`src/sv/psd_pkg.sv`:
```
// package for point_segment_distance: widths, pipeline words, latency
// depends on nothing
`timescale 1ns / 1ps
`default_nettype none
package psd_pkg;
  localparam int COORD_BITS = 24;
  localparam int T_BITS     = 16;
  localparam int DW         = COORD_BITS + 1;
  localparam int PW         = 2 * DW;
  localparam int NW         = PW + 1;
  localparam int MW         = T_BITS + 2 + DW;
  localparam int SQ_STEPS   = COORD_BITS + 1;
  localparam int PIPE_LAT   = 3 + T_BITS + 4 + SQ_STEPS + 1;
  localparam logic [T_BITS:0] T_ONE = (T_BITS + 1)'(1) << T_BITS;

  typedef struct packed {
    logic signed [COORD_BITS-1:0] px;
    logic signed [COORD_BITS-1:0] py;
    logic signed [COORD_BITS-1:0] ax;
    logic signed [COORD_BITS-1:0] ay;
    logic signed [DW-1:0]         dx;
    logic signed [DW-1:0]         dy;
  } geo_t;

  typedef struct packed {
    logic              vld;
    logic              sat;
    logic [T_BITS-1:0] q;
    logic [NW-1:0]     rem;
    logic [NW-1:0]     den;
    geo_t              geo;
  } div_t;

  typedef struct packed {
    logic                         vld;
    logic [NW-1:0]                n;
    logic [NW-1:0]                res;
    logic [T_BITS:0]              t;
    logic signed [COORD_BITS-1:0] qx;
    logic signed [COORD_BITS-1:0] qy;
  } sq_t;
endpackage
`default_nettype wire

```
`src/sv/psd_sqrt_cell.sv`:
```
// one result bit of the integer square root, registered
// depends on psd_pkg
`timescale 1ns / 1ps
`default_nettype none
module psd_sqrt_cell (
  input  wire logic                   clk,
  input  wire logic                   rst_n,
  input  wire logic [psd_pkg::NW-1:0] bitv,
  input  wire psd_pkg::sq_t           s_in,
  output psd_pkg::sq_t                s_out
);
  import psd_pkg::*;

  logic [NW-1:0] trial;
  sq_t           nxt;

  always_comb begin
    trial = s_in.res + bitv;
    nxt   = s_in;
    if (s_in.n >= trial) begin
      nxt.n   = s_in.n - trial;
      nxt.res = (s_in.res >> 1) + bitv;
    end else begin
      nxt.res = s_in.res >> 1;
    end
    if (!rst_n) begin
      nxt.vld = 1'b0;
    end
  end

  always_ff @(posedge clk) begin
    s_out <= nxt;
  end
endmodule
`default_nettype wire

```
`config.mk`:
```
export PLATFORM = sky130hd
export DESIGN_NAME = psd_sqrt_cell
export DESIGN_NICKNAME = d
export VERILOG_FILES = /design/src/sv/psd_pkg.sv /design/src/sv/psd_sqrt_cell.sv
export SDC_FILE = /design/constraint.sdc
export NUM_CORES = 1
export LEC_CHECK = 0
export ABC_AREA = 1
export BUFFER_PORTS_ARGS = -buffer_cell sky130_fd_sc_hd__buf_2
export CAP_MARGIN = 0
export CORE_MARGIN = 4
export CORE_UTILIZATION = 45
export CTS_BUF_LIST = sky130_fd_sc_hd__clkbuf_4 sky130_fd_sc_hd__clkbuf_8 sky130_fd_sc_hd__clkbuf_16
export CTS_CLUSTER_SIZE = 30
export DETAILED_ROUTE_END_ITERATION = 10
export PLACE_DENSITY = 0.77
export SYNTH_ARGS = -nofsm -noshare
export SYNTH_HDL_FRONTEND = slang
export SYNTH_SLANG_ARGS = --single-unit
```
`constraint.sdc`:
```
create_clock -name clk -period 4.1 [get_ports clk]
set_input_delay 0.82 -clock clk [delete_from_list [all_inputs] [get_ports clk]]
set_output_delay 0.82 -clock clk [all_outputs]
set_load 0.005 [all_outputs]
```
# Word-level counts from Yosys, hierarchy flattened
# Cells that the tools add are included.
# W data, S select, Z words.
# word_totals
ff_bits	168
output_inout_bits	168
wordCells	13
# op_classes
addsub	3
order_cmp	1
mux	2
# op_table
cell	n
$add A50 B51 Y51	1
$add A51 B51 Y51	1
$ge A51 B51 Y1	1
$mux W51	1
$sub A51 B51 Y51	1
$mux W50	1

# Longest topological paths before layout
# Gate-level depths: netlist (run 1).
# logic_depth
depth_word	3
depth_mapped	29

# Worst setup path before layout (run 1)
# No wires, ideal clock.
# synth_timing
path_type	input-to-reg
start	input bitv[0] (netlist name)
end	register s_out[130] (netlist name)
path_stages	23
n_path_buf	2
arrival_ns	3.946
path_slack_ns	0.033
required_time_ns	3.979
path_cell_list	ha_1 inv_1 fa_1 inv_1 nand3_1 nand2_1 a21oi_1 o21ai_0 nand3_1 nand4_1 nand2_1 ha_1 nand2_1 nor2_1 inv_1 nor2_1 nand2_1 nor2_2 nand4_1 nand3_2 buf_6 buf_4 o21ai_0
# synth_lines
element	line	text
from (decl)	psd_sqrt_cell.sv:8	input wire logic [psd_pkg::NW-1:0] bitv,
to (signal assigned)	psd_sqrt_cell.sv:32	s_out <= nxt;
to (decl)	psd_sqrt_cell.sv:10	output psd_pkg::sq_t s_out

==> results.yml, run 1 <==
run:
  maxCapViolations: 0
timing:
  hold_viol_final: 0
  finalMaxSlewViolations: 0
  finalCritPeriodShare: 1.06
  setup_violations: 102
  period_minus_slack_ns: 4.34
  finalSetupTns_ns: -8.88
  fmax_mhz: 231
  rsz0062_at_grt: "yes"
  worstMarginPinSlew_ns: 0.443
  fin_ws_ns: -0.237
  slew_headroom: 0.703
die:
  io_pins: 389
  core_um2: 37800
  dieWidth_um: 204
  die_h_um: 204
  rows: 71
  start_util: 0.457
  die_area_um2: 41500
worst_setup_path:
  cp-startpoint: "bitv[27]"
  crit_buf_inv: 7
  crit_arrival_ns: 4.72
  cp.depth: 26
  cpPeakStageDelay_ns: 0.34
  end_kind: "flop"
  crit_top_cell: "nand2_1"
  path_delay_family: "simple AND/OR/NAND/NOR gates"
  worstSetupPathType: "primary input to flop"
  cp_max_fo: 15
  critical_path.endpoint: "s_out[72]$_DFF_P_"
  worstPathRequired_ns: 4.48
  start_kind: "primary input"
  crit_slowest_cell: "ha_1"
pwr:
  power.total_mw: 9.54
  p_int_mw: 5.39
  p_sw_mw: 4.15
  power_density_nw_per_um2: 367
  power_frac_comb: 0.597
  power.static_leakage_nw: 14.6
  switching_share: 0.435
  vdd_drop_max_mv: 0.295
  p_clk_frac: 0.182
  p_seq_frac: 0.221
routing:
  drc: 0
  wl_per_cell_um: 17.8
  via_count: 23500
  wirelength_mm: 79.8
  ant_nets: 0
  wl_met2_mm: 36.6
  wl_met1_mm: 30.6
  drt_pass1_iterations: 8
  viasPerCell: 5.25
  top_layer: "met5"
  met3WireLength_mm: 6.69
  drt_iter0_markers: 1797
yosys:
  synth_area_per_cell_um2: 5.65
  synth_edf_count: 0
  synthCells: 3051
  ys_types: 35
  postSynthRegisterBits: 168
  synth_seq_area_share: 0.195
  netlist_area_um2: 17300
  async_reset_ff_frac: 0
  synth_ff_type: "dfxtp_1"
  synth_area_leaders: "nand2_1 (24%), dfxtp_1 (19%), inv_1 (13%)"
  yosys_warnings: 0
  yosysTopAreaCell: "nand2_1"
  synth_nets: 3426
  yosysTopAreaCellShare: 0.241
worst_hold_path:
  hp-start: "s_in[62]"
  hold_class: "primary input to flop"
grt:
  grt_max_degree: 47
  grt_pass1_vias: 21300
  antenna_found_initial: 2
  gr-usage-all-layers: 0.339
  grt-ovfl-total: 0
  grt_pass1_wl_mm: 110
status:
  failed_checks: "negative setup slack"
  outcome: "complete, but fails checks"
final_layout:
  final_common_cell: "nand2_1"
  mostFrequentLayoutCells: "nand2_1 (1,054), inv_1 (597), buf_4 (511)"
  final_cells: 4476
  nets: 4326
  n_fill_cell: 3278
  fin_util: 0.689
  largest_registers: "s_out: 168 flops"
  synthToLayoutAreaGrowth_pct: 50.7
  largest_reg_flops: 168
  drive_above_1_share: 0.310
  largest-register: "s_out"
cts:
  cts-root-buf: "clkbuf_16"
  clock_sinks: 168
  cts_buffers: 17
  cts.clk_slew.worst_paths_ns: 0.08
  htree_levels: 4
  clockBufferDepth: 2
  cts_tree: "done"
place:
  gp_congestion: 1.03
  dpl_worst_slack_ns: -0.725
  placed_cells: 4405
  io_buffer_count: 388
  dp_hpwl_mm: 62.5
[what timing repair did]
item / 4_1_cts / 5_1_grt
cloned: 1 / 14
pin swaps: 9 / 72
gates resized for setup: 27 / 369
buffers inserted: 5 / 20
setup endpoints to repair: 102 / 102
hold buffers: 0 / 0
[routing by layer]
layer | track usage | vias to the layer above
met5 | 0 | -
met4 | 0.170 | 2
met3 | 0.0512 | 391
met2 | 0.593 | 1266
met1 | 0.404 | 10500
li1 | - | 11300
[worst min-delay path by stage]
stage | slack, ns | end | cells past startpoint
after global routing | 0.43 | s_out[50]$_DFF_P_ | 1
after global placement | 0.92 | s_out[8]$_DFF_P_ | 1
after detailed placement | 0.92 | s_out[50]$_DFF_P_ | 1
after floorplan | 0.85 | s_out[0]$_DFF_P_ | 0
final | 0.44 | s_out[62]$_DFF_P_ | 1
after CTS | 0.43 | s_out[50]$_DFF_P_ | 1
[through the flow]
step	hold WS, ns	area, um^2
floorplan	0.848	17300
global placement	0.922	23300
detailed placement	0.924	23300
CTS	0.431	24200
global route	0.429	26000
finish	0.443	26000
[power groups by stage]
stage / Combinational (mW) / Clock, mW / Sequential, mW
2_1_floorplan: 2.48 / 0 / 2.19
3_5_place_dp: 4.83 / 0 / 2.14
4_1_cts: 4.95 / 1.75 / 2.11
3_3_place_gp: 4.77 / 0 / 2.15
6_report: 5.69 / 1.74 / 2.11
5_1_grt: 6.14 / 1.80 / 2.15
[cell usage after synthesis, drive strengths merged (10+ instances only)]
master / instances
nand4: 82
xor2: 70
ha: 151
nor4: 10
dfxtp: 168
xnor2: 19
nor2: 275
o21ai: 107
a21oi: 143
inv: 613
buf: 26
nand2: 1107
nand3b: 37
nor3: 26
o21bai: 26
nand3: 146
and2: 10
[cells by family (layout without fill, tap and decap cells)]
kind of cell,count (synthesis),in the layout,synth area share
other cells,0,1,0
xor+xnor,89,89,0.0452
compound gates,297,297,0.0931
buf+inv,645,1558,0.147
flops,168,168,0.195
fa+ha+maj,154,154,0.113
simple gates,1698,1698,0.407
[final cells by class]
type	count	area (um^2)	share of cell area
inverter	613	2300	0.0885
antenna	1	2.50	0.0000963
clock inverter	15	216	0.00833
multi-input combinational	2238	12800	0.492
clock buffer	17	425	0.0164
sequential	168	3360	0.129
timing repair buffer	913	6260	0.241
tap	511	639	0.0246
(Power assumes the default switching activity.)
==> inputs of run 2 (changes only) <==
- REMOVE_ABC_BUFFERS: unset -> 1
==> run 2 against run 1 <==
Net effect:
- the flow now finishes without violations
- clock power fell by 3%
- utilization increased by 0.093 points
- design area rose by 0.13%
- non-clock buffer count is 5 higher
- worst hold slack better by 0.0010 ns
- first-iteration DRC count is 5.8% lower
- critical path depth stayed put
- combinational power decreased by 0.9%
- total power fell by 1.1%
- global-route usage grew 0.75 points
- critical path type unchanged
- critical endpoint is now s_out[70]$_DFF_P_
- largest cell class unchanged
- largest power group unchanged
==> results.yml, run 2 (synthesized netlist as in run 1, its figures left out) <==
status:
  outcome: "complete, no violations"
timing:
  hold_viol_final: 0
  worstMarginPinSlew_ns: 0.615
  fmax_mhz: 245
  finalSetupTns_ns: 0
  slew_headroom: 0.587
  hold_ws_ns: 0.444
  finalMaxSlewViolations: 0
  finalCritPeriodShare: 0.997
  setup_violations: 0
  fin_ws_ns: 0.0122
  period_minus_slack_ns: 4.09
worst_setup_path:
  cp_max_fo: 9
  worstPathRequired_ns: 4.48
  cpPeakStageDelay_ns: 0.30
  crit_buf_inv: 9
  crit_arrival_ns: 4.46
  crit_slowest_cell: "ha_4"
  start_kind: "primary input"
  worstSetupPathType: "primary input to flop"
  path_delay_family: "simple AND/OR/NAND/NOR gates"
  end_kind: "flop"
place:
  placed_cells: 4413
  io_buffer_count: 388
  dpl_worst_slack_ns: -0.599
  dp_hpwl_mm: 64.2
  dpl-instance-area_um2: 23500
  gp_congestion: 1.00
pwr:
  power.static_leakage_nw: 14.6
  power.total_mw: 9.44
  vdd_drop_max_mv: 0.277
  power_density_nw_per_um2: 363
routing:
  wl_per_cell_um: 17.6
  wirelength_mm: 78.7
  drt_iter0_markers: 1693
  viasPerCell: 5.08
  via_count: 22800
  drc: 0
  drt_pass1_iterations: 8
  ant_nets: 0
die:
  start_util: 0.457
  dieWidth_um: 204
  rows: 71
  io_pins: 389
  die_area_um2: 41500
  die_h_um: 204
  core_um2: 37800
grt:
  gr-usage-all-layers: 0.346
  grt_max_degree: 29
  grt-ovfl-total: 0
  grt_pass1_vias: 21300
  antenna_found_initial: 0
  grt_pass1_wl_mm: 111
cts:
  cts_buffers: 17
  clockBufferDepth: 2
  cts_tree: "done"
  clock_sinks: 168
  cts-root-buf: "clkbuf_16"
  htree_levels: 4
  cts.clk_slew.worst_paths_ns: 0.07
final_layout:
  largest-register: "s_out"
  largest_registers: "s_out: 168 flops"
  final_cells: 4480
  antenna_cells: 0
  final_common_cell: "nand2_1"
  final_area_um2: 26000
  nets: 4331
  largest_reg_flops: 168
  drive_above_1_share: 0.311
  fin_util: 0.690
  mostFrequentLayoutCells: "nand2_1 (1,054), inv_1 (592), buf_4 (503)"
  synthToLayoutAreaGrowth_pct: 50.9
run:
  maxCapViolations: 0
worst_hold_path:
  hold_class: "primary input to flop"
  holdPathEnd: "s_out[51]$_DFF_P_"
  min_delay_path_depth: 1
  hp-start: "s_in[51]"
==> run 2: changes by cell type in the layout (fill, tap and decap cells not counted), moves of 5 or more <==
cell / before / now
o21ai_1: 74 / 52
o21ai_0: 23 / 44
inv_2: 16 / 21
buf_2: 373 / 387
a21oi_2: 43 / 37
inv_1: 597 / 592
buf_4: 511 / 503
a21oi_4: 2 / 7
clkbuf_16: 28 / 23
nor2_1: 206 / 213
buf_12: 5 / 13
==> run 2: how the worst max path moves through the flow <==
stage / from / endpoint / slack, ns / cells past startpoint
final: s_in[85] / s_out[70]$_DFF_P_ / 0.01 / 26
after detailed placement: bitv[0] / s_out[68]$_DFF_P_ / -0.60 / 26
after CTS: bitv[4] / s_out[157]$_DFF_P_ / 0.004 / 24
after global routing: bitv[23] / s_out[70]$_DFF_P_ / -0.20 / 25
after global placement: bitv[4] / s_out[67]$_DFF_P_ / -0.56 / 22
after floorplan: bitv[0] / s_out[119]$_DFF_P_ / -2.67 / 25
==> run 2: layer usage <==
| metal | GRT usage | routed length, um | vias to the layer above |
|---|---|---|---|
| met1 | 0.409 | 30200 | 10200 |
| met2 | 0.614 | 37500 | 1041 |
| met4 | 0.183 | 5060 | 0 |
| met5 | 0 | 0 | - |
| met3 | 0.0421 | 5940 | 269 |
| li1 | - | - | 11300 |
==> run 2: area by class of cell <==
class                      instances  area, um^2
sequential                       168        3360
clock inverter                    15         178
multi-input combinational       2238       12900
clock buffer                      17         425
fill                            3382       11700
tap                              511         639
inverter                         613        2300
timing repair buffer             918        6260
==> run 2: power by group <==
| part | switching, mW | internal (mW) |
|---|---|---|
| logic | 3.10 | 2.55 |
| clock network | 0.859 | 0.821 |
| registers | 0.105 | 2.01 |
==> run 2: timing repair <==
item                                    4_1_cts  5_1_grt
hold buffers                                  0        0
gates resized for setup                      28      327
endpoints found under the setup margin       95      102
pin swaps                                     5       89
gates cloned                                  2        6
setup buffers                                 2       26
