## src/sv/psd_pkg.sv

```systemverilog
// package for point_segment_distance: widths, pipeline words, latency
// depends on nothing
`timescale 1ns / 1ps
`default_nettype none
package psd_pkg;
  localparam int COORD_BITS = 24;
  localparam int T_BITS     = 16;
  localparam int DW         = COORD_BITS + 1;
  localparam int PW         = 2 * DW;
  localparam int NW         = PW + 1;
  localparam int MW         = T_BITS + 2 + DW;
  localparam int SQ_STEPS   = COORD_BITS + 1;
  localparam int PIPE_LAT   = 3 + T_BITS + 4 + SQ_STEPS + 1;
  localparam logic [T_BITS:0] T_ONE = (T_BITS + 1)'(1) << T_BITS;

  typedef struct packed {
    logic signed [COORD_BITS-1:0] px;
    logic signed [COORD_BITS-1:0] py;
    logic signed [COORD_BITS-1:0] ax;
    logic signed [COORD_BITS-1:0] ay;
    logic signed [DW-1:0]         dx;
    logic signed [DW-1:0]         dy;
  } geo_t;

  typedef struct packed {
    logic              vld;
    logic              sat;
    logic [T_BITS-1:0] q;
    logic [NW-1:0]     rem;
    logic [NW-1:0]     den;
    geo_t              geo;
  } div_t;

  typedef struct packed {
    logic                         vld;
    logic [NW-1:0]                n;
    logic [NW-1:0]                res;
    logic [T_BITS:0]              t;
    logic signed [COORD_BITS-1:0] qx;
    logic signed [COORD_BITS-1:0] qy;
  } sq_t;
endpackage
`default_nettype wire

```

## src/sv/psd_div_cell.sv

```systemverilog
// one quotient bit of the projection parameter divide, registered
// depends on psd_pkg
`timescale 1ns / 1ps
`default_nettype none
module psd_div_cell (
  input  wire logic          clk,
  input  wire logic          rst_n,
  input  wire psd_pkg::div_t d_in,
  output psd_pkg::div_t      d_out
);
  import psd_pkg::*;

  logic [NW-1:0] shl;
  div_t          nxt;

  always_comb begin
    shl = {d_in.rem[NW-2:0], 1'b0};
    nxt = d_in;
    if (shl >= d_in.den) begin
      nxt.rem = shl - d_in.den;
      nxt.q   = {d_in.q[T_BITS-2:0], 1'b1};
    end else begin
      nxt.rem = shl;
      nxt.q   = {d_in.q[T_BITS-2:0], 1'b0};
    end
    if (!rst_n) begin
      nxt.vld = 1'b0;
    end
  end

  always_ff @(posedge clk) begin
    d_out <= nxt;
  end
endmodule
`default_nettype wire

```

## config.mk

```make
export PLATFORM = sky130hd
export DESIGN_NAME = psd_div_cell
export DESIGN_NICKNAME = d
export VERILOG_FILES = /design/src/sv/psd_pkg.sv /design/src/sv/psd_div_cell.sv
export SDC_FILE = /design/constraint.sdc
export NUM_CORES = 1
export LEC_CHECK = 0
export BUFFER_PORTS_ARGS = -buffer_cell sky130_fd_sc_hd__buf_2
export CAP_MARGIN = 0
export CORE_AREA = 5 5 204 206
export DETAILED_ROUTE_END_ITERATION = 10
export DIE_AREA = 0 0 209 211
export HOLD_SLACK_MARGIN = 0.06
export PLACE_DENSITY = 0.59
export REMOVE_ABC_BUFFERS = 1
export SKIP_CTS_REPAIR_TIMING = 1
export SYNTH_ARGS = -nofsm -noshare
export SYNTH_HDL_FRONTEND = slang
export SYNTH_SLANG_ARGS = --single-unit
```

## constraint.sdc

```tcl
create_clock -name clk -period 4 [get_ports clk]
set_input_delay 0.6 -clock clk [delete_from_list [all_inputs] [get_ports clk]]
set_output_delay 0.6 -clock clk [all_outputs]
set_load 0.05 [all_outputs]
```

; ---- Yosys cells after proc, flatten, opt, wreduce, memory -nomap -nowiden
; Index checks and enable logic that the tools add are counted.
[word_totals]
ff_bits = 266
inputBits = 268
wordCells = 15
[classes]
n_mux = 1
add_sub_neg = 1
magnitude_cmp = 1
[op_table]
columns = cell, n
row1 = 2-to-1 mux 52 bit, 1
row2 = >= comparator 51 bit, 1
row3 = subtractor 51 bit, 1

; ---- Depth between registers and ports, before layout
; Gate-level depths: netlist of run 1.
[depth]
word_depth = 2
mapped_depth = 14
depth_no_buf = 11

; ---- Least setup slack after synthesis of run 1
; Ideal clock, no wire load.
[synth_timing]
kind = input to register
startpoint = input port d_in[180] (netlist bit)
endpoint = register d_out[245] (netlist bit)
t_required_ns = 3.879
t_arrival_ns = 3.042
stages = 14
slack_ns = 0.837
setup_time_ns = 0.121
path_buffers = 3
path_cell_list = inv_1 ha_1 buf_2 a21oi_2 o21ai_1 or4_1 a41oi_2 o32ai_1 a21o_2 o21ai_1 and2_1 buf_6 buf_6 mux2_2
[synth_rtl]
columns = item, line_no
row1 = from (decl), psd_div_cell.sv:8  ; input wire psd_pkg::div_t d_in,
row2 = to (signal assigned), psd_div_cell.sv:32  ; d_out <= nxt;
row3 = to (decl), psd_div_cell.sv:9  ; output psd_pkg::div_t d_out

==> results of run 1 <==
placed cells by master (no fill, tap or decap), types with 4 or more instances in the layout:
cell type   instances
a211oi_1            5
a21o_1             22
a21oi_1            48
a311oi_1            7
a31oi_1             7
and2_1              5
and3_1              8
buf_2             531
buf_4              15
clkbuf_1            5
clkbuf_16          34
clkinv_2            6
clkinvlp_4          4
dfxtp_1           266
diode_2             7
ha_1               51
inv_1              66
mux2_1             35
nand2_1            44
nand2b_1            5
nand3_1            22
nand4_1            20
nor2_1             28
nor2b_1             5
nor3_1             11
o211ai_1            5
o21a_1              9
o21ai_0            29
o21bai_1            8
o31ai_1             4
xnor2_1            33
xor2_1             11
path summary, 6_finish.rpt:
| check | start | to | slack (ns) | depth (start not counted) |
|---|---|---|---|---|
| min | d_in[9] | d_out[9] | 0.16 | 1 |
| max | d_in[153] | d_out[211] | 0.78 | 13 |
critical path, cell delays in order:
cell	delay, ns
buf_2	0.08
inv_1	0.04
ha_1	0.32
a21o_1	0.21
a31oi_1	0.26
a2bb2oi_1	0.28
o211ai_1	0.24
a31o_2	0.29
a21o_2	0.24
o21ai_1	0.19
and2_2	0.21
buf_4	0.29
mux2_1	0.36
stage by stage:
step / TNS [ns] / std cells / utilization (%) / instance area [um2]
final: 0 / 1945 / 34.57 / 13640
after global routing: 0 / 1938 / 34.53 / 13620
after global placement: 0 / 1877 / 31.68 / 12500
after CTS: 0 / 1938 / 34.53 / 13620
after floorplan: -15.38 / 805 / - / 9047
after detailed placement: 0 / 1877 / 31.68 / 12500
power breakdown:
group	switching (W)	internal, W
registers	0.0000524	0.00286
logic	0.00131	0.000525
clock network	0.00125	0.00179
total	0.00262	0.00517
layer usage:
metal	vias up	track usage, %
met4	30	3.938
li1	4005	-
met3	78	8.793
met2	362	32.34
met1	3837	18.80
met5	-	0
logic make-up (layout without fill, tap and decap cells):
group | after synthesis | in the layout | share of synthesized area, %
compound gates | 175 | 175 | 12.81
other cells | 0 | 7 | 0
flops | 266 | 266 | 57.83
simple gates | 163 | 163 | 8.833
fa+ha+maj | 52 | 52 | 7.148
buf+inv | 95 | 674 | 4.430
xor+xnor | 44 | 44 | 4.185
mux | 39 | 39 | 4.756
cell type report:
| cell class | instances | area, um2 | area share (%) |
|---|---|---|---|
| Tap cell | 525 | 656.9 | 4.816 |
| Inverter | 66 | 247.7 | 1.816 |
| Timing Repair Buffer | 547 | 2790 | 20.45 |
| Sequential cell | 266 | 5325 | 39.04 |
| Clock inverter | 19 | 211.5 | 1.550 |
| Clock buffer | 42 | 910.9 | 6.678 |
| Antenna cell | 7 | 17.52 | 0.1284 |
| Multi-Input combinational cell | 473 | 3481 | 25.52 |
==> metrics.md, run 1 <==
| Metric | Value |
|---|---|
| Main area contributors after synthesis | `dfxtp_1 (58%), ha_1 (6.9%), mux2_1 (4.3%)` |
| Post-Syn Area | `roughly 9200 um2` |
| Slew Viols, Final | `0` |
| Minimum clock period | `about 3.2 ns` |
| DIE HEIGHT | `~210 um` |
| Post-synth EDFFs | `0` |
| Min-delay worst type | `in -> reg` |
| Total track usage | `between 15 and 20%` |
| CP endpoint kind | `flop` |
| Hold Fails Final Rpt | `0` |
| VDD IR max | `~350 uV` |
| Largest net degree at the start of global routing | `32` |
| Mean area per synthesized cell | `about 11 um2` |
| LEAKAGE | `around 6.7 nW` |
| Wirelength, routed | `roughly 42000 um` |
| Most common cell in the netlist | `dfxtp_1` |
| Cell count after synthesis | `about 830` |
| Max cap viols | `0` |
| Router iterations before antenna repair | `5` |
| IO Pins | `534` |
| Post-route ant nets | `0` |
| Startpoint types | `primary input` |
| Area leader, netlist | `dfxtp_1` |
| CTS max path bufs | `3` |
| Synth top area share | `between 50% and 60%` |
| Nets | `approximately 1.7k` |
| Share of cells above drive strength 1 | `approximately 44%` |
| Core box area | `just under 40000 um2` |
| Clock sink count | `266` |
| Highest routed layer | `met5` |
| Pre-CTS setup slack | `approximately 0.22 ns` |
| Async S/R FF share, synth | `0%` |
| Initial antenna violation count | `23` |
| Commonest register cell after synthesis | `dfxtp_1` |
| Core Rows | `73` |
| DIE WIDTH | `~210 um` |
| Pwr/cell area | `between 500 and 600 nW/um2` |
| Routed wl met2 | `between 20000 and 25000 um` |
| Met3 wire len | `approximately 4400 um` |
| Worst EP arrival | `3.64 ns` |
| Synthesized flop and latch total | `between 200 and 300` |
| CTS tree | `done` |
| Max reg flops | `around 270` |
| Reg with most FFs | `d_out` |
| # fillers | `approximately 4.1k` |
| Final worst slack | `roughly 0.78 ns` |
| Area growth syn-to-layout | `48.15%` |
| Worst Path Required | `4.42 ns` |
| Register area share after synthesis | `between 50% and 60%` |
| Avg Vias per Cell | `roughly 4.3` |
| Setup violations, final | `0` |
| CTS clk-pin slew, worst paths | `0.06 ns` |
| Starting Density | `about a quarter` |
| Vias in the first global route | `about 8.5k` |
| Fmax achieved | `310.4 MHz` |
| Period utilization | `between 80% and 90%` |
| Status | `complete, no violations` |
| Slew margin rel. | `65.45%` |
| DPL Wire Length | `about 35000 um` |
| Root Driver | `clkbuf_16` |
| First-pass GRT wire length | `58310 um` |
| H-tree depth | `2` |
| Final hold slack | `around 0.16 ns` |
| Met1 Routed Length | `between 15000 and 20000 um` |
| Critical path class | `in -> reg` |
| Full die area | `44100 um2` |
| Number of DRC markers in iteration 0 | `382` |
| RSZ-0062 raised after global routing | `no` |
| Synth Warn # | `0` |
| IO Port Bufs | `531` |
| Worst Tran Pin Value | `approximately 0.51 ns` |
| Crit path max fanout | `20` |
| Cts bufs inserted | `34` |
| Synth unique cells | `62` |
| Post-synth top cells | `dfxtp_1 (266), inv_1 (66), ha_1 (51), a21oi_1 (48), nand2_1 (44)` |
| Power consumption | `around 0.0078 W` |
| Placer Congestion | `slightly above 0.9` |
| Routed len/inst | `around 21 um` |
| DRC viols | `0` |
| Total grt overflow | `0` |
| Top Registers | `d_out: 266 flops` |
| Vias | `8312` |
No activity file was read; power rests on OpenSTA's default activity.
==> run 2, diff against run 1 <==
- clock period: 4 -> 3.3 ns (I/O delays scaled with it)
==> metrics.md, run 2 (synthesis results as in run 1) <==
| Metric | Value |
|---|---|
| Startpoint types | `primary input` |
| IO Pins | `534 (unchanged)` |
| Reg power frac | `36.6% (-0.8 points)` |
| Initial antenna violation count | `17 (-26%)` |
| Most frequent cells in the layout | `buf_2 (531), dfxtp_1 (266), dlygate4sd3_1 (207), buf_4 (88), inv_1 (66)` |
| Max cap viols | `0 (unchanged)` |
| Post-layout util | `41.12% (+6.6 points)` |
| Largest net degree at the start of global routing | `30 (-6.3%)` |
| Status | `complete, no violations` |
| Share of cells above drive strength 1 | `41.30% (-2.9 points)` |
| GRT Max-Usage Layer | `met2` |
| VDD IR max | `411.5 uV (+18%)` |
| Full die area | `44100 um2 (unchanged)` |
| Crit path max fanout | `29 (+45%)` |
| GRT met3 Usage | `7.797% (-1.0 points)` |
| Min-delay worst type | `in -> reg` |
| Wirelength, routed | `44520 um (+6.8%)` |
| Most common cell after layout, fill and taps aside | `buf_2` |
| DRC viols | `0 (unchanged)` |
| Number of DRC markers in iteration 0 | `377 (-1.3%)` |
| CTS max path bufs | `3 (unchanged)` |
| Psw | `0.003170 W (+21%)` |
| # fillers | `3887 (-5.5%)` |
| Post-route ant nets | `0 (unchanged)` |
| Vias | `9378 (+13%)` |
| Nets | `1986 (+16%)` |
| Switching share of power | `32.87% (-0.71 points)` |
| Worst Path Required | `3.74 ns (-0.68 ns)` |
| Hold Fails Final Rpt | `0 (unchanged)` |
| Clk pwr share | `36.7% (-2.3 points)` |
| Cts bufs inserted | `31 (-8.8%)` |
| DIE WIDTH | `209 um (unchanged)` |
| Starting Density | `23.34% (unchanged)` |
| Total track usage | `18.03% (+0.17 points)` |
| H-tree depth | `1 (-1)` |
| Placer Congestion | `0.9182 (-0.61%)` |
| Slew Viols, Final | `0 (unchanged)` |
| IO Port Bufs | `531 (unchanged)` |
| Minimum clock period | `roughly 3.2 ns` |
| Pre-CTS setup slack | `-0.2628 ns (-0.4827 ns)` |
| CTS tree | `done` |
| Fmax achieved | `314.5 MHz` |
| Final worst slack | `0.1205 ns (-0.6581 ns)` |
| Met2 usage | `32.48% (+0.15 points)` |
| Critical path class | `in -> reg` |
| LEAKAGE | `7.929 nW (+18%)` |
| Combinational Power Share | `26.6% (+3.0 points)` |
| RSZ-0062 raised after global routing | `no` |
| CP endpoint kind | `flop` |
| Total grt overflow | `0 (unchanged)` |
| Core box area | `39460 um2 (unchanged)` |
| Clock sink count | `266 (unchanged)` |
| Pint | `0.006472 W (+25%)` |
| First-pass GRT wire length | `59950 um (+2.8%)` |
| Pwr/cell area | `594.2 nW/um2 (+4.1%)` |
| Router iterations before antenna repair | `4 (-1)` |
| Worst EP arrival | `3.62 ns (-0.02 ns)` |
| Slew margin rel. | `68.66% (+3.2 points)` |
| Vias in the first global route | `9137 (+7.1%)` |
| Routed len/inst | `20.02 um (-6.6%)` |
| Root Driver | `clkbuf_16` |
| M1 GR Usage | `19.48% (+0.69 points)` |
| Max reg flops | `266 (unchanged)` |
| Avg Vias per Cell | `4.217 (-1.3%)` |
| DIE HEIGHT | `211 um (unchanged)` |
| Area growth syn-to-layout | `76.22%` |
| Core Rows | `73 (unchanged)` |
| Period utilization | `~96%` |
| DPL Wire Length | `35860 um (+1.8%)` |
| CTS clk-pin slew, worst paths | `0.06 ns (about the same)` |
| Reg with most FFs | `d_out` |
| Top Registers | `d_out: 266 flops` |
| Setup violations, final | `0 (unchanged)` |
| Worst Tran Pin Value | `0.4669 ns (-0.04793 ns)` |
-- run 2: changes by cell type in the layout (fill, tap and decap cells not counted), sizes merged --
cell,change
inv,-1
buf,+74
clkinv,-1
clkinvlp,-1
bufinv,+1
dlygate4sd3,+207
diode,+2
clkbuf,-2
-- run 2: area by class of cell --
cell class | count | area [um2] | area share, %
multi-input cells | 473 | 3481 | 21.45
flip-flops and latches | 266 | 5325 | 32.82
repair buffers | 828 | 5430 | 33.47
clock inverters | 17 | 182.7 | 1.126
diodes | 9 | 22.52 | 0.1388
clock buffers | 40 | 879.6 | 5.421
well taps | 525 | 656.9 | 4.048
inverters | 66 | 247.7 | 1.527
-- run 2: worst paths after layout --
kind | from | end | slack [ns] | depth (start not counted)
worst min-delay path | d_in[179] | d_out[179] | 0.09 | 1
worst max-delay path | d_in[181] | d_out[208] | 0.12 | 14
-- run 2: power by group through the flow --
| stage | sequential [W] | combinational (W) | clock [W] |
|---|---|---|---|
| 5_1_grt | 0.00355 | 0.00273 | 0.00378 |
| 6_report | 0.00353 | 0.00257 | 0.00354 |
| 3_3_place_gp | 0.00360 | 0.00236 | 0 |
| 2_1_floorplan | 0.00450 | 0.000623 | 0 |
| 3_5_place_dp | 0.00360 | 0.00237 | 0 |
| 4_1_cts | 0.00353 | 0.00238 | 0.00364 |
-- run 2: critical path, cell delays in order --
cell           delay [ns]
dlygate4sd3_1        0.56
buf_2                0.12
inv_1                0.04
ha_1                 0.30
nand2_1              0.09
o21ai_1              0.07
or4_1                0.43
a41oi_2              0.22
o32ai_1              0.12
a21o_2               0.21
o21ai_1              0.15
and2_2               0.22
buf_12               0.22
mux2_1               0.35
-- run 2: metal layers --
| layer | vias up | wire length [um] |
|---|---|---|
| met4 | 16 | 1170 |
| met2 | 349 | 22390 |
| met3 | 79 | 3541 |
| met5 | - | 82 |
| met1 | 4366 | 17340 |
| li1 | 4568 | - |
-- run 2: metrics by stage --
stage / total power (W) / hold slack [ns] / std cells / area [um2] / setup TNS, ns
2_1_floorplan: 0.005122 / 0.5227 / 805 / 9047 / -45.72
3_3_place_gp: 0.005961 / 0.5972 / 1951 / 13070 / -7.066
3_5_place_dp: 0.005970 / 0.5986 / 1951 / 13070 / -9.728
4_1_cts: 0.009559 / -0.01640 / 2008 / 14130 / 0
5_1_grt: 0.01006 / 0.06854 / 2219 / 16210 / 0
6_report: 0.009641 / 0.08530 / 2224 / 16230 / 0
==> run 3, diff against run 2 <==
- REMOVE_ABC_BUFFERS: 1 -> not set
==> metrics.md, run 3 (synthesis results as in run 1) <==
| Metric | Value |
|---|---|
| Total track usage | `18.87% (+0.84 points)` |
| Status | `complete, no violations` |
| Min-delay worst type | `in -> reg` |
| Top Registers | `d_out: 266 flops` |
| LEAKAGE | `7.694 nW (-3.0%)` |
| Core box area | `39460 um2 (unchanged)` |
| Setup TNS | `0 ns (unchanged)` |
| Slowest cell on crit path | `or4_1` |
| RSZ-0062 raised after global routing | `no` |
| Total grt overflow | `0 (unchanged)` |
| Setup violations, final | `0 (unchanged)` |
| Pint | `0.006552 W (+1.2%)` |
| CP endpoint kind | `flop` |
| Most common cell after layout, fill and taps aside | `buf_2` |
| Routed wl met2 | `22440 um (+0.25%)` |
| Met3 wire len | `3541 um (unchanged)` |
| Most frequent cells in the layout | `buf_2 (531), dfxtp_1 (266), dlygate4sd3_1 (138), buf_4 (90), inv_1 (66)` |
| Router iterations before antenna repair | `5 (+1)` |
| Fmax achieved | `318.6 MHz (+1.3%)` |
| Wirelength, routed | `44960 um (+0.99%)` |
| DRC viols | `0 (unchanged)` |
| Vias in the first global route | `9059 (-0.85%)` |
| IO Pins | `534 (unchanged)` |
| First-pass GRT wire length | `61640 um (+2.8%)` |
| Initial antenna violation count | `16 (-1)` |
| Psw | `0.003206 W (+1.2%)` |
| Max reg flops | `266 (unchanged)` |
| Final worst slack | `0.1613 ns (+0.04081 ns)` |
| Root Driver | `clkbuf_16` |
| # fillers | `3967 (+2.1%)` |
| Worst EP arrival | `3.54 ns (-0.08 ns)` |
| Avg Vias per Cell | `4.238 (+0.50%)` |
| Slew Viols, Final | `0 (unchanged)` |
| CTS tree | `done` |
| Period utilization | `95.11% (-1.2 points)` |
| Combinational Power Share | `25.9% (-0.7 points)` |
| Pwr/cell area | `624.3 nW/um2 (+5.1%)` |
| CP delay by family, top | `buffers and inverters` |
| Max cap viols | `0 (unchanged)` |
| Nets | `1923 (-3.2%)` |
| CTS clk-pin slew, worst paths | `0.06 ns (about the same)` |
| Share of cells above drive strength 1 | `43.12% (+1.8 points)` |
| DIE WIDTH | `209 um (unchanged)` |
| Cts bufs inserted | `34 (+9.7%)` |
| H-tree depth | `2 (+1)` |
| Hold Fails Final Rpt | `0 (unchanged)` |
| Crit path max fanout | `20 (-31%)` |
| Starting Density | `23.34% (unchanged)` |
| Post-route ant nets | `0 (unchanged)` |
| CTS max path bufs | `3 (unchanged)` |
| Number of DRC markers in iteration 0 | `421 (+12%)` |
| Highest routed layer | `met5` |
| Minimum clock period | `3.139 ns (-0.04080 ns)` |
| Placer Congestion | `0.9579 (+4.3%)` |
| Critical path class | `in -> reg` |
| Area growth syn-to-layout | `69.76%` |
| Startpoint types | `primary input` |
| IO Port Bufs | `531 (unchanged)` |
| Clock sink count | `266 (unchanged)` |
| Switching share of power | `32.86% (about the same)` |
| DIE HEIGHT | `211 um (unchanged)` |
| DPL Wire Length | `36950 um (+3.0%)` |
| Slew margin rel. | `67.62% (-1.0 points)` |
| Clk pwr share | `38.0% (+1.3 points)` |
| Vias | `9137 (-2.6%)` |
| Worst Path Required | `3.71 ns (-0.03 ns)` |
| CP max stage delay | `0.56 ns (about the same)` |
| Met1 Routed Length | `17860 um (+3.0%)` |
| Reg power frac | `36.2% (-0.4 points)` |
| Critical-path cell list | `dlygate4sd3_1, buf_2, inv_1, ha_1, or4_1, a41oi_2, o32ai_1, a21o_2, o21ai_1, and2_2, buf_12, mux2_1` |
| Worst Tran Pin Value | `0.4828 ns (+0.01588 ns)` |
| Core Rows | `73 (unchanged)` |
| Pre-CTS setup slack | `-0.1326 ns (+0.1301 ns)` |
| VDD IR max | `404.4 uV (-1.7%)` |
| Reg with most FFs | `d_out` |
| CP bufs+invs | `4 (unchanged)` |
| Routed len/inst | `20.85 um (+4.2%)` |
| Full die area | `44100 um2 (unchanged)` |
| Net count after synthesis | `about 1.2k` |
| Largest net degree at the start of global routing | `21 (-30%)` |
run 3: cell types whose count changed in the layout (fill, tap and decap cells not counted), moves of 2 or more:
cell	previous run	this run
buf_4	88	90
bufinv_16	3	1
clkbuf_1	2	5
clkbuf_16	31	35
clkbuf_8	7	9
clkinv_2	7	5
clkinv_8	0	2
diode_2	9	3
dlygate4sd3_1	207	138
inv_6	2	0
run 3: layout make-up:
type	count	area (um2)	share of cell area, %
Antenna cell	3	7.507	0.04803
Clock buffer	49	1018	6.516
Clock inverter	12	120.1	0.7684
Inverter	66	247.7	1.585
Multi-Input combinational cell	473	3481	22.27
Sequential cell	266	5325	34.07
Tap cell	525	656.9	4.202
Timing Repair Buffer	762	4775	30.55
run 3: power by group through the flow:
stage	sequential, W	combinational, W	clock [W]
3_3_place_gp	0.00360	0.00238	0
3_5_place_dp	0.00359	0.00239	0
2_1_floorplan	0.00450	0.000645	0
5_1_grt	0.00355	0.00267	0.00394
6_report	0.00353	0.00252	0.00371
4_1_cts	0.00353	0.00240	0.00383
run 3: final timing paths:
path / startpoint / end / slack (ns) / cells past startpoint
min: d_in[8] / d_out[8] / 0.07 / 1
max: d_in[184] / d_out[206] / 0.16 / 12
run 3: routing by layer:
metal / vias to the layer above / global-route usage (%)
met5: - / 0
met4: 20 / 3.690
met3: 83 / 6.490
met2: 370 / 33.80
met1: 4234 / 22.09
li1: 4430 / -
run 3: through the flow:
step	power [W]	instances	cell area, um2	hold WS (ns)	util, %
after floorplan	0.005144	834	9208	0.5227	-
after global placement	0.005974	1954	13100	0.5976	33.21
after detailed placement	0.005983	1954	13100	0.5986	33.21
after CTS	0.009763	2015	14240	0.01726	36.10
after global routing	0.01017	2154	15630	0.05520	39.60
final	0.009758	2156	15630	0.07460	39.62
